$ cat config.mk
export PLATFORM = sky130hd
export DESIGN_NAME = webster_green_split_unit
export DESIGN_NICKNAME = d
export VERILOG_FILES = /design/src/sv/wgs_pkg.sv /design/src/sv/wgs_div.sv /design/src/sv/webster_green_split_unit.sv
export SDC_FILE = /design/constraint.sdc
export NUM_CORES = 2
export LEC_CHECK = 0
export BUFFER_PORTS_ARGS = -buffer_cell sky130_fd_sc_hd__buf_4
export CAP_MARGIN = 5
export CORE_UTILIZATION = 55
export CTS_CLUSTER_SIZE = 40
export DETAILED_ROUTE_END_ITERATION = 8
export GPL_TIMING_DRIVEN = 1
export PLACE_DENSITY = 0.71
export SLEW_MARGIN = 20
export SYNTH_ARGS = -nofsm -noshare
export SYNTH_HDL_FRONTEND = slang
export SYNTH_SLANG_ARGS = --single-unit
$ cat constraint.sdc
create_clock -name clk -period 25.2 [get_ports clk]
set_clock_uncertainty 0.15 [all_clocks]
set_input_delay 2.52 -clock clk [delete_from_list [all_inputs] [get_ports clk]]
set_output_delay 2.52 -clock clk [all_outputs]
set_load 0.005 [all_outputs]
$ cat src/sv/wgs_pkg.sv
// constants, status codes and types of the webster green split unit
// depends on nothing; imported by every module of the block
`default_nettype none
package wgs_pkg;
    localparam int NUM_LINKS   = 24;
    localparam int NUM_PHASES  = 4;
    localparam int LINK_W      = 5;
    localparam int DEMAND_W    = 16;
    localparam int MASK_W      = 24;
    localparam int TIME_W      = 16;
    localparam int RATIO_W     = 18;
    localparam int TOTAL_W     = 20;
    localparam int CFG_IDX_W   = 3;
    localparam int DIV_NUM_W   = 36;
    localparam int DIV_DEN_W   = 18;

    localparam logic [16:0] RATIO_MAX      = 17'd131071;
    localparam logic [17:0] RATIO_NONE     = 18'h30000;   // -1.0 in q2.16
    // round(d * 65536 / 2400) == floor((2048 * d + 37) / 75)
    localparam logic [15:0] RATIO_SAT_DEM  = 16'd4800;    // first demand that saturates
    localparam logic [23:0] RATIO_BIAS     = 24'd37;
    localparam logic [24:0] RECIP_75       = 25'd28633116; // ceil(2^31 / 75)
    localparam logic [18:0] RECIP_5        = 19'd419431;   // ceil(2^21 / 5)
    localparam logic [8:0]  STARTUP_LOSS   = 9'd256;
    localparam logic [11:0] FIXED_OVH2     = 12'd2560;    // twice the 5 s overhead
    localparam logic [14:0] CYCLE_MAX      = 15'd30720;
    localparam logic [16:0] Q_ONE          = 17'd65536;

    localparam logic [1:0] ST_COMPUTED  = 2'd0;
    localparam logic [1:0] ST_ZERO      = 2'd1;
    localparam logic [1:0] ST_OVERLOAD  = 2'd2;
    localparam logic [1:0] ST_INVALID   = 2'd3;

    localparam logic [2:0] CFG_MASK_A    = 3'd0;
    localparam logic [2:0] CFG_MASK_B    = 3'd1;
    localparam logic [2:0] CFG_MASK_C    = 3'd2;
    localparam logic [2:0] CFG_MASK_D    = 3'd3;
    localparam logic [2:0] CFG_RIGHT     = 3'd4;
    localparam logic [2:0] CFG_MIN_GREEN = 3'd5;
    localparam logic [2:0] CFG_AMBER     = 3'd6;
    localparam logic [2:0] CFG_ALL_RED   = 3'd7;

    typedef struct packed {
        logic                 start;
        logic [DIV_NUM_W-1:0] num;
        logic [DIV_DEN_W-1:0] den;
    } div_req_t;
endpackage
`default_nettype wire

$ cat src/sv/wgs_div.sv
// shared unsigned restoring divider, one quotient bit per cycle
// depends on wgs_pkg
`default_nettype none
module wgs_div
    import wgs_pkg::*;
(
    input  wire logic                 clk,
    input  wire logic                 rst_n,
    input  wire div_req_t             req,
    output logic                      done,
    output logic [DIV_NUM_W-1:0]      quot
);
    logic [DIV_NUM_W-1:0] quo_reg, quo_next;
    logic [DIV_DEN_W-1:0] rem_reg, rem_next;
    logic [DIV_DEN_W-1:0] den_reg, den_next;
    logic [5:0]           cnt_reg, cnt_next;
    logic                 done_reg, done_next;
    logic [DIV_DEN_W:0]   shifted;
    logic [DIV_DEN_W:0]   trial;

    always_comb
    begin
        shifted   = {rem_reg, quo_reg[DIV_NUM_W-1]};
        trial     = shifted - {1'b0, den_reg};
        quo_next  = quo_reg;
        rem_next  = rem_reg;
        den_next  = den_reg;
        cnt_next  = cnt_reg;
        done_next = 1'b0;
        if (req.start)
        begin
            quo_next = req.num;
            rem_next = '0;
            den_next = req.den;
            cnt_next = 6'(DIV_NUM_W);
        end
        else if (cnt_reg != 6'd0)
        begin
            if (shifted >= {1'b0, den_reg})
            begin
                rem_next = trial[DIV_DEN_W-1:0];
                quo_next = {quo_reg[DIV_NUM_W-2:0], 1'b1};
            end
            else
            begin
                rem_next = shifted[DIV_DEN_W-1:0];
                quo_next = {quo_reg[DIV_NUM_W-2:0], 1'b0};
            end
            cnt_next  = cnt_reg - 6'd1;
            done_next = (cnt_reg == 6'd1);
        end
    end

    always_ff @(posedge clk or negedge rst_n)
    begin
        if (!rst_n)
        begin
            cnt_reg  <= '0;
            done_reg <= 1'b0;
        end
        else
        begin
            cnt_reg  <= cnt_next;
            done_reg <= done_next;
        end
    end

    always_ff @(posedge clk)
    begin
        quo_reg <= quo_next;
        rem_reg <= rem_next;
        den_reg <= den_next;
    end

    assign done = done_reg;
    assign quot = quo_reg;
endmodule
`default_nettype wire

$ cat src/sv/webster_green_split_unit.sv
// top level of the webster green split unit: link store, sequencer, outputs
// depends on wgs_pkg and wgs_div
`default_nettype none
// demands load one per cycle while busy is low; a request with last_link set
// starts the split computation and busy rises. the sequencer walks the 24
// links: S_RATIO alone for a link green in no phase or a permissive right
// turn, S_RATIO then S_RWAIT for an eligible one (ratio by reciprocal
// multiply, then the phase maxima), then S_LOSS, S_LWAIT and S_CLASS for the
// total, the clearance loss and the classification. a computed split then
// divides for the cycle length on the shared 36-bit divider and, per phase,
// multiplies and divides, skipping the divide for a negative product. a
// zero, negative or overloaded total goes straight to the results. busy
// stays high until the last result is out; results come one per phase, each
// marked by strobe for a single cycle; the receiver cannot stall them, so it
// must take every strobe. the link store is emptied at the end of each
// computation through its valid bits, with no clearing pass. configuration
// writes are always ready and must only be made while idle.
module webster_green_split_unit
    import wgs_pkg::*;
(
    input  wire logic                  clk,
    input  wire logic                  rst_n,
    input  wire logic                  start,
    output logic                       busy,
    input  wire logic [LINK_W-1:0]     link_index,
    input  wire logic [DEMAND_W-1:0]   link_demand,
    input  wire logic                  last_link,
    input  wire logic                  cfg_valid,
    output logic                       cfg_ready,
    input  wire logic [CFG_IDX_W-1:0]  cfg_index,
    input  wire logic [MASK_W-1:0]     cfg_data,
    output logic                       strobe,
    output logic [1:0]                 phase_number,
    output logic [TIME_W-1:0]          green_time,
    output logic [1:0]                 split_status,
    output logic                       last_phase
);
    // sequencer states
    localparam logic [3:0] S_IDLE  = 4'd0;
    localparam logic [3:0] S_RATIO = 4'd1;
    localparam logic [3:0] S_RWAIT = 4'd2;
    localparam logic [3:0] S_LOSS  = 4'd3;
    localparam logic [3:0] S_LWAIT = 4'd4;
    localparam logic [3:0] S_CLASS = 4'd5;
    localparam logic [3:0] S_CYC   = 4'd6;
    localparam logic [3:0] S_CWAIT = 4'd7;
    localparam logic [3:0] S_MUL   = 4'd8;
    localparam logic [3:0] S_SPLIT = 4'd9;
    localparam logic [3:0] S_SWAIT = 4'd10;
    localparam logic [3:0] S_OUT   = 4'd11;

    // configuration registers
    logic [MASK_W-1:0] mask_reg [NUM_PHASES];
    logic [MASK_W-1:0] right_reg;
    logic [TIME_W-1:0] min_green_reg;
    logic [TIME_W-1:0] amber_reg;
    logic [TIME_W-1:0] all_red_reg;

    // link store, valid bits give the cleared value
    logic [DEMAND_W-1:0]  store_reg [NUM_LINKS];
    logic [NUM_LINKS-1:0] valid_reg;

    logic [3:0]                state_reg, state_next;
    logic [LINK_W-1:0]         link_reg, link_next;
    logic [1:0]                phase_reg, phase_next;
    logic signed [RATIO_W-1:0] best_reg [NUM_PHASES];
    logic signed [RATIO_W-1:0] best_next [NUM_PHASES];
    logic signed [TOTAL_W-1:0] y_reg, y_next;
    logic [2:0]                active_reg, active_next;
    logic [16:0]               loss_reg, loss_next;
    logic [16:0]               ratio_reg, ratio_next;
    logic signed [17:0]        eff_reg, eff_next;
    logic signed [35:0]        prod_reg, prod_next;
    logic [TIME_W-1:0]         green_reg [NUM_PHASES];
    logic [TIME_W-1:0]         green_next [NUM_PHASES];
    logic [1:0]                mode_reg, mode_next;
    logic                      bad_reg, bad_next;

    div_req_t             div_req;
    logic                 div_done;
    logic [DIV_NUM_W-1:0] div_quot;

    logic [MASK_W-1:0]     elig [NUM_PHASES];
    logic [MASK_W-1:0]     any_elig;
    logic [DEMAND_W-1:0]   cur_demand;
    logic [23:0]           ratio_num;
    logic [48:0]           ratio_prod;
    logic [16:0]           link_ratio;
    logic [17:0]           chg_sum;
    logic [36:0]           chg_prod;
    logic                  in_req;
    logic                  last_phase_w;
    logic signed [TOTAL_W-1:0] y_sum;
    logic [2:0]            active_sum;
    logic [16:0]           y_room;
    logic [18:0]           num2;
    logic [14:0]           cycle_len;

    wgs_div u_div (
        .clk   (clk),
        .rst_n (rst_n),
        .req   (div_req),
        .done  (div_done),
        .quot  (div_quot)
    );

    assign in_req    = start && !busy;
    assign cfg_ready = 1'b1;

    // configuration writes
    always_ff @(posedge clk or negedge rst_n)
    begin
        if (!rst_n)
        begin
            for (int p = 0; p < NUM_PHASES; p++)
            begin
                mask_reg[p] <= '0;
            end
            right_reg     <= '0;
            min_green_reg <= 16'd1280;
            amber_reg     <= 16'd768;
            all_red_reg   <= 16'd512;
        end
        else if (cfg_valid && cfg_ready)
        begin
            unique case (cfg_index)
                CFG_MASK_A:    mask_reg[0]   <= cfg_data;
                CFG_MASK_B:    mask_reg[1]   <= cfg_data;
                CFG_MASK_C:    mask_reg[2]   <= cfg_data;
                CFG_MASK_D:    mask_reg[3]   <= cfg_data;
                CFG_RIGHT:     right_reg     <= cfg_data;
                CFG_MIN_GREEN: min_green_reg <= cfg_data[TIME_W-1:0];
                CFG_AMBER:     amber_reg     <= cfg_data[TIME_W-1:0];
                CFG_ALL_RED:   all_red_reg   <= cfg_data[TIME_W-1:0];
                default: ;
            endcase
        end
    end

    // store write on an accepted request, index beyond the links is dropped
    always_ff @(posedge clk)
    begin
        if (in_req && (link_index < LINK_W'(NUM_LINKS)))
        begin
            store_reg[link_index] <= link_demand;
        end
    end

    always_ff @(posedge clk or negedge rst_n)
    begin
        if (!rst_n)
        begin
            valid_reg <= '0;
        end
        else if (state_reg == S_OUT && phase_reg == 2'(NUM_PHASES - 1))
        begin
            // computation finished: store reads as empty again
            valid_reg <= '0;
        end
        else if (in_req && (link_index < LINK_W'(NUM_LINKS)))
        begin
            valid_reg[link_index] <= 1'b1;
        end
    end

    // links green in a phase and not a permissive right turn
    always_comb
    begin
        any_elig = '0;
        for (int p = 0; p < NUM_PHASES; p++)
        begin
            elig[p]  = mask_reg[p] & ~right_reg;
            any_elig = any_elig | elig[p];
        end
    end

    assign cur_demand = valid_reg[link_reg] ? store_reg[link_reg] : '0;

    // round(demand * 65536 / 2400) by reciprocal multiply, exact below saturation
    assign ratio_num  = {cur_demand[12:0], 11'd0} + RATIO_BIAS;
    assign ratio_prod = ratio_num * RECIP_75;
    assign link_ratio = (cur_demand >= RATIO_SAT_DEM) ? RATIO_MAX : ratio_prod[47:31];

    // round(0.2 * change) as (change + 2) / 5, reciprocal multiply
    assign chg_sum  = 18'(amber_reg) + 18'(all_red_reg) + 18'd2;
    assign chg_prod = chg_sum * RECIP_5;

    // total ratio and count of phases with a nonzero ratio
    always_comb
    begin
        y_sum      = '0;
        active_sum = '0;
        for (int p = 0; p < NUM_PHASES; p++)
        begin
            y_sum = y_sum + TOTAL_W'(best_reg[p]);
            if (best_reg[p] != '0)
            begin
                active_sum = active_sum + 3'd1;
            end
        end
    end

    assign y_room    = Q_ONE - y_reg[16:0];
    assign num2      = 19'(3 * loss_reg) + 19'(FIXED_OVH2);
    assign cycle_len = (div_quot > DIV_NUM_W'(CYCLE_MAX)) ? CYCLE_MAX : div_quot[14:0];
    assign last_phase_w = (phase_reg == 2'(NUM_PHASES - 1));

    // sequencer
    always_comb
    begin
        state_next  = state_reg;
        link_next   = link_reg;
        phase_next  = phase_reg;
        y_next      = y_reg;
        active_next = active_reg;
        loss_next   = loss_reg;
        ratio_next  = ratio_reg;
        eff_next    = eff_reg;
        prod_next   = prod_reg;
        mode_next   = mode_reg;
        bad_next    = bad_reg;
        for (int p = 0; p < NUM_PHASES; p++)
        begin
            best_next[p]  = best_reg[p];
            green_next[p] = green_reg[p];
        end
        div_req.start = 1'b0;
        div_req.num   = '0;
        div_req.den   = '0;

        unique case (state_reg)
            S_IDLE:
            begin
                if (in_req && last_link)
                begin
                    link_next = '0;
                    bad_next  = 1'b0;
                    for (int p = 0; p < NUM_PHASES; p++)
                    begin
                        best_next[p] = RATIO_NONE;
                    end
                    state_next = S_RATIO;
                end
            end
            S_RATIO:
            begin
                if (any_elig[link_reg])
                begin
                    ratio_next = link_ratio;
                    state_next = S_RWAIT;
                end
                else if (link_reg == LINK_W'(NUM_LINKS - 1))
                begin
                    state_next = S_LOSS;
                end
                else
                begin
                    link_next = link_reg + LINK_W'(1);
                end
            end
            S_RWAIT:
            begin
                for (int p = 0; p < NUM_PHASES; p++)
                begin
                    if (elig[p][link_reg] && ($signed({1'b0, ratio_reg}) > best_reg[p]))
                    begin
                        best_next[p] = $signed({1'b0, ratio_reg});
                    end
                end
                if (link_reg == LINK_W'(NUM_LINKS - 1))
                begin
                    state_next = S_LOSS;
                end
                else
                begin
                    link_next  = link_reg + LINK_W'(1);
                    state_next = S_RATIO;
                end
            end
            S_LOSS:
            begin
                y_next      = y_sum;
                active_next = active_sum;
                // per-phase loss: 1 s start-up plus the clearance share
                loss_next   = 17'(STARTUP_LOSS) + {1'b0, chg_prod[36:21]};
                state_next  = S_LWAIT;
            end
            S_LWAIT:
            begin
                loss_next  = 17'(loss_reg * 17'(active_reg));
                state_next = S_CLASS;
            end
            S_CLASS:
            begin
                phase_next = '0;
                if (y_reg < 0)
                begin
                    mode_next  = ST_INVALID;
                    state_next = S_OUT;
                end
                else if (y_reg == '0)
                begin
                    mode_next  = ST_ZERO;
                    state_next = S_OUT;
                end
                else if (y_reg >= $signed(TOTAL_W'(Q_ONE)))
                begin
                    mode_next  = ST_OVERLOAD;
                    state_next = S_OUT;
                end
                else
                begin
                    mode_next  = ST_COMPUTED;
                    state_next = S_CYC;
                end
            end
            S_CYC:
            begin
                // cycle = round(num2 * 65536 / (2 * (1 - y)))
                div_req.start = 1'b1;
                div_req.num   = {1'b0, num2, 16'd0} + DIV_NUM_W'(y_room);
                div_req.den   = {y_room, 1'b0};
                state_next    = S_CWAIT;
            end
            S_CWAIT:
            begin
                if (div_done)
                begin
                    eff_next   = $signed({3'd0, cycle_len}) - $signed({1'b0, loss_reg});
                    phase_next = '0;
                    state_next = S_MUL;
                end
            end
            S_MUL:
            begin
                prod_next  = best_reg[phase_reg] * eff_reg;
                state_next = S_SPLIT;
            end
            S_SPLIT:
            begin
                if (prod_reg < 0)
                begin
                    bad_next = 1'b1;
                    if (last_phase_w)
                    begin
                        mode_next  = ST_INVALID;
                        phase_next = '0;
                        state_next = S_OUT;
                    end
                    else
                    begin
                        phase_next = phase_reg + 2'd1;
                        state_next = S_MUL;
                    end
                end
                else
                begin
                    // round half away from zero of prod / y
                    div_req.start = 1'b1;
                    div_req.num   = prod_reg[DIV_NUM_W-1:0] + DIV_NUM_W'(y_reg[16:1]);
                    div_req.den   = DIV_DEN_W'(y_reg[16:0]);
                    state_next    = S_SWAIT;
                end
            end
            S_SWAIT:
            begin
                if (div_done)
                begin
                    if (div_quot == '0)
                    begin
                        green_next[phase_reg] = min_green_reg;
                    end
                    else if (div_quot > DIV_NUM_W'(16'hFFFF))
                    begin
                        green_next[phase_reg] = 16'hFFFF;
                    end
                    else
                    begin
                        green_next[phase_reg] = div_quot[TIME_W-1:0];
                    end
                    if (last_phase_w)
                    begin
                        if (bad_reg)
                        begin
                            mode_next = ST_INVALID;
                        end
                        phase_next = '0;
                        state_next = S_OUT;
                    end
                    else
                    begin
                        phase_next = phase_reg + 2'd1;
                        state_next = S_MUL;
                    end
                end
            end
            S_OUT:
            begin
                if (last_phase_w)
                begin
                    phase_next = '0;
                    state_next = S_IDLE;
                end
                else
                begin
                    phase_next = phase_reg + 2'd1;
                end
            end
            default:
            begin
                state_next = S_IDLE;
            end
        endcase
    end

    always_ff @(posedge clk or negedge rst_n)
    begin
        if (!rst_n)
        begin
            state_reg <= S_IDLE;
            link_reg  <= '0;
            phase_reg <= '0;
            mode_reg  <= ST_COMPUTED;
            bad_reg   <= 1'b0;
            for (int p = 0; p < NUM_PHASES; p++)
            begin
                best_reg[p] <= '0;
            end
            y_reg     <= '0;
        end
        else
        begin
            state_reg <= state_next;
            link_reg  <= link_next;
            phase_reg <= phase_next;
            mode_reg  <= mode_next;
            bad_reg   <= bad_next;
            for (int p = 0; p < NUM_PHASES; p++)
            begin
                best_reg[p] <= best_next[p];
            end
            y_reg     <= y_next;
        end
    end

    // datapath registers
    always_ff @(posedge clk)
    begin
        active_reg <= active_next;
        loss_reg   <= loss_next;
        ratio_reg  <= ratio_next;
        eff_reg    <= eff_next;
        prod_reg   <= prod_next;
        for (int p = 0; p < NUM_PHASES; p++)
        begin
            green_reg[p] <= green_next[p];
        end
    end

    // result ports, one phase per cycle during the output burst
    assign busy         = (state_reg != S_IDLE);
    assign strobe       = (state_reg == S_OUT);
    assign phase_number = phase_reg;
    assign last_phase   = strobe && last_phase_w;
    assign split_status = mode_reg;
    always_comb
    begin
        case (mode_reg)
            ST_COMPUTED: green_time = green_reg[phase_reg];
            ST_ZERO:     green_time = min_green_reg;
            default:     green_time = '0;
        endcase
    end
endmodule
`default_nettype wire

[Word level (Yosys, flattened, before mapping)]
Memories as Yosys holds them, arrays and structs flattened.
Cells that the tools add are included.
Cells by class
  add/subtract/negate cells: 19
  multiply operators: 5
  order comparisons: 17
  equality and inequality tests: 36
  muxes and demuxes: 87
  bitwise gates (word level): 11
  reduce and logical (&&, ||, !) cells: 49
Operators with widths (number)
  two-way mux 64 bit: 4
  case mux 72 bit (2 select lines): 1
  bitwise mux 64 bit: 2
  two-way mux 18 bit: 7
  case mux 55 bit (2 select lines): 1
  bitwise AND 24 bit: 4
  bitwise OR 24 bit: 4
  greater-than comparator 18 bit: 4
  two-way mux 36 bit: 2
  two-way mux 72 bit: 1
  nonzero test 18 bit: 4
  bitwise OR 64 bit: 1
  two-way mux 55 bit: 1
  two-way mux 24 bit: 2
  case mux 4 bit (12 select lines): 1
  multiplier 24 x 23 -> 46 bit (second input constant): 1
  two-way mux 4 bit: 10
  multiplier 18 x 19 -> 37 bit (second input constant): 1
  adder 35 x 17 -> 36 bit: 1
  adder 36 x 16 -> 36 bit: 1
  binary-select mux 18 bit (select 2 bit): 1
  greater-than comparator 36 x 15 -> 1 bit (second input constant): 1
  greater-than comparator 36 x 16 -> 1 bit (second input constant): 1
  zero test 36 bit: 1
  76 further kinds: 167
Word-level totals
  flip-flop bits (word level): 468
  RAM bits: 448
  word-level logic and storage cells: 255
  memories kept: 2
Memories
  store_reg: depth 24, bits a word 16, rd ports 1, clocked after Yosys merged registers in 0, write ports 1, RTL line webster_green_split_unit.sv:60  | logic [DEMAND_W-1:0] store_reg [NUM_LINKS];
  green_reg: depth 4, bits a word 16, rd ports 5, clocked after Yosys merged registers in 0, write ports 4, RTL line webster_green_split_unit.sv:74  | logic [TIME_W-1:0] green_reg [NUM_PHASES];

[Logic depth before layout (Yosys ltp)]
  depth after elaboration: 10
  gate-level depth with buffers: 46
  gate-level depth less buffers: 46

[Hierarchy]
Synthesis repeated with hierarchy kept, for this count alone.
Second synthesis, totals
  cells, all modules: 6121
  area total of the unflattened synthesis: 70167.3 um2
Modules (own cells, without submodules)
  webster_green_split_unit: times used 1, cells each 5728, area each 65783.1 um2, seq. area each 23648.9 um2
  wgs_div: times used 1, cells each 393, area each 4384.2 um2, seq. area each 2157.1 um2

[Worst setup path before layout]
No wires, ideal clock.
  path kind: reg-to-reg
  start point: register amber_reg[1]
  end point: register loss_reg[12], data pin
  data arrival time: 8.835 ns
  required time: 24.766 ns
  setup slack: 15.931 ns
  stages on the path, launching flop included: 46
  buffers on the path: 0
  cell sequence: dfrtp_1 -> inv_1 -> ha_1 -> inv_1 -> ha_1 -> inv_1 -> fa_1 -> nor2b_1 -> o21ai_1 -> a21boi_0 -> o21ai_0 -> a21boi_1 -> o21ai_0 -> a21boi_1 -> o21ai_0 -> a21boi_1 -> o41ai_1 -> o21bai_1 -> [10 not listed] -> inv_1 -> ha_1 -> a21o_1 -> a21o_1 -> a21oi_1 -> o311ai_2 -> nand2_1 -> nand2_1 -> a21oi_1 -> a211oi_1 -> xor2_1 -> ha_1 -> nor2b_1 -> a31oi_1 -> o2bb2ai_1 -> a221oi_1 -> xor2_1 -> o21ai_0
Between the ends
  cells in the longest elaborated chain, start to end: 5
Ends and longest elaborated chain
  start: declaration: RTL line webster_green_split_unit.sv:56  | logic [TIME_W-1:0] amber_reg;
  start signal: assignment: RTL line webster_green_split_unit.sv:133  | CFG_AMBER: amber_reg <= cfg_data[TIME_W-1:0];
  adder 16 x 16 -> 17 bit: RTL line webster_green_split_unit.sv:185  | assign chg_sum = 18'(amber_reg) + 18'(all_red_reg) + 18'd2;
  adder 17 x 2 -> 18 bit: RTL line webster_green_split_unit.sv:185
  multiplier 18 x 19 -> 37 bit: RTL line webster_green_split_unit.sv:186  | assign chg_prod = chg_sum * RECIP_5;
  adder 9 x 16 -> 17 bit: RTL line webster_green_split_unit.sv:285  | loss_next = 17'(STARTUP_LOSS) + {1'b0, chg_prod[36:21]};
  case mux 17 bit (2 select lines): RTL line webster_green_split_unit.sv:231  | unique case (state_reg)
  via loss_next[12]: RTL line webster_green_split_unit.sv:70  | logic [16:0] loss_reg, loss_next;
  end signal: assignment: RTL line webster_green_split_unit.sv:450  | loss_reg <= loss_next;
  end: declaration: RTL line webster_green_split_unit.sv:70
The timed path passes the listed nets, and every way through them passes these cells.
A chain may end at the register's enable or synchronous reset.

[Worst setup path in the final report]
Same ends and word-level chain as after synthesis.

==> results by group <==
Outcome
  – Outcome: finished with violations
  – Failing checks: DRC

Placement
  – Gpl congestion: 0.934
  – Number of I/O port buffers: 75
  – Dpl hpwl: 125 mm

Yosys
  – EDFF count, synth: 593
  – Asr flop ratio synth: 33.3%
  – Syn Inst Count: 6062
  – #FFs+latches synth: 916
  – Syn_area_per_cell: 11.4 µm²
  – Ys Warns: 0
  – Cell variety after synth: 95
  – Post-Synthesis Cell Area: 69000 µm²
  – Dominant synthesized flop cell: edfxtp_1
  – Syn_nets: 7300
  – Sequential element share of the synthesized area: 37.4%

Detailed routing
  – Drt via density: 5.92
  – 1st-pass router iterations: 8
  – Vias: 46200
  – Starting DRT DRC Count: 4061
  – Avg WL per Cell: 21.9 µm
  – Number of remaining DRC errors: 12
  – Routed WL: 171 mm
  – Remaining antenna violation count: 0

Worst setup path
  – R2R Setup Slk: 15.05 ns
  – Max incr delay on CP: 0.54 ns
  – Startpoint Class: register
  – Worst Path Required: 25.45 ns
  – Crit path buf inv count: 7
  – Crit. End Element: register
  – Top cell family by delay on the critical path: adder cells
  – CP max FO: 4
  – Worst Path Arrival: 10.40 ns
  – Crit path kind: register to register
  – CP max stage cell: fa_1

GRT
  – Pin count of the biggest net entering global routing: 91
  – Vias in the first global route: 47900
  – First-pass GRT wire length: 271 mm
  – Global route overflow: 0
  – Initial antenna violation count: 6
  – GRT Total Usage: 27.6%

Floorplan
  – Initial Util: 55.6%
  – FP Rows: 129
  – Die H: 356 µm
  – Core area: 124000 µm²
  – Die X: 356 µm
  – Io pins: 77
  – Die area: 127000 µm²

Cells and area
  – Commonest non-fill, non-tap cell in the layout: inv_1
  – Area growth syn-to-layout: 7.96%
  – Nets: 7315
  – Sequential cell area: 25800 µm²
  – Fillers: 9802
  – Max reg flops: 384
  – Multi-input logic area: 39200 µm²
  – Commonest cells after routing, fill and taps aside: inv_1 (861), ha_1 (604), edfxtp_1 (593)
  – Share of cells above drive strength 1: 10.7%

STA
  – Slew headroom: 21.4%
  – Tmin final: 10.15 ns
  – FMAX: 0.0985 GHz
  – Worst-Margin Slew: 1.18 ns
  – Fin. max-slew vios: 0
  – Final TNS setup: 0 ns
  – Endpoints failing setup: 0
  – RSZ-0062 raised after global routing: false
  – Final period util: 40.3%
  – Final hold vios: 0

Clock network
  – H-Tree Depth: 3
  – Clock slew at reported path FFs: 0.06 ns
  – Post_cts resized: 0
  – Clock buffer depth: 3
  – CTS tree: yes
  – Clk_lat worst skew: 0.73 ns
  – CTS Buf Count: 91
  – Root buffer cell: clkbuf_16
  – Post-CTS setup buffer count: 0
  – CTS sink count: 916
  – CTS Hold Bufs: 0

Min path
  – Hold/Removal Path Class: register to register

Job
  – Max-cap check violation count: 0
## final timing paths
path,to,startpoint,depth (start not counted)
hold / removal,u_div.rem_reg[17],u_div.rem_reg[17],2
setup / recovery,loss_reg[12],amber_reg[1],45
setup reg to reg,loss_reg[12],amber_reg[1],45
max in group asynchronous,link_reg[0],rst_n,3
min in group asynchronous,valid_reg[11],rst_n,1
hold reg to reg,u_div.rem_reg[17],u_div.rem_reg[17],2
## cells by family (layout without fill, tap and decap cells)
| logic type | count (synthesis) | count (layout) | share of synthesized area [%] |
|---|---|---|---|
| compound gates | 857 | 857 | 8.32 |
| fa+ha+maj | 1185 | 1185 | 27.8 |
| flops | 916 | 916 | 37.4 |
| simple gates | 1478 | 1478 | 10.1 |
| buf+inv | 1074 | 1166 | 5.99 |
| xor+xnor | 214 | 214 | 2.72 |
| other cells | 1 | 5 | 0.00543 |
| mux | 337 | 337 | 7.66 |
## synth_stat cells (18+ instances only)
library cell  number  area, µm²
a221oi_1          43        377
nor2_1           368       1380
a22o_1            60        526
nand4_1           31        194
fa_1             581      11600
inv_1            862       3240
a211oi_1          57        428
nor2b_1           46        288
buf_2             26        130
ha_1             604       7560
o211ai_1          21        158
xnor2_1          138       1210
a211o_1           18        158
a21oi_1          212       1060
nor3_1            98        490
nand3_1           67        335
and2_1           135        845
dfxtp_1           18        360
nor4_1            72        450
o21a_1            31        233
o21ai_1           21        105
nand2_1          508       1910
mux2i_1           35        350
clkbuf_1         141        529
or3_1             25        156
xor2_1            76        666
and3_1            18        113
edfxtp_1         593      17800
buf_1             30        113
o21ai_0          162        811
dfrtp_1          300       7510
mux4_2           136       3060
nand2b_1          49        307
a21o_1            72        541
mux2_2           166       1870
## tightest hold or removal path: stages, from the launching register on
cell and delay (ns):
dfxtp_1 0.31, nand3_1 0.05, o21ai_0 0.06
## cell type report
| type | instances | area share (%) |
|---|---|---|
| repair buffers | 133 | 1.37 |
| well taps | 1637 | 2.75 |
| clock inverters | 59 | 0.884 |
| inverters | 863 | 4.35 |
| clock buffers | 111 | 3.29 |
| diodes | 4 | 0.0134 |
| flip-flops and latches | 916 | 34.7 |
| multi-input cells | 4072 | 52.7 |
## per-stage QoR
stage	hold slack (ns)	utilization, %	setup slack [ns]	std cells	instance area, µm²
floorplan	0.287	-	15.93	6062	69000
global placement	0.299	57.4	15.23	7620	71300
detailed placement	0.309	57.5	15.12	7620	71300
CTS	0.322	60.0	15.06	7790	74400
global route	0.364	60.0	14.29	7792	74500
finish	0.323	60.0	15.05	7795	74500
## per-layer routing
layer  track usage (%)  wire [µm]
met3              4.09      10800
met1              37.2      71300
met4              8.75       5140
met5                 0         27
met2              46.1      83500
Power is not shown: default switching activity piles up to over one toggle a cycle in this logic, so the estimate is an artifact.
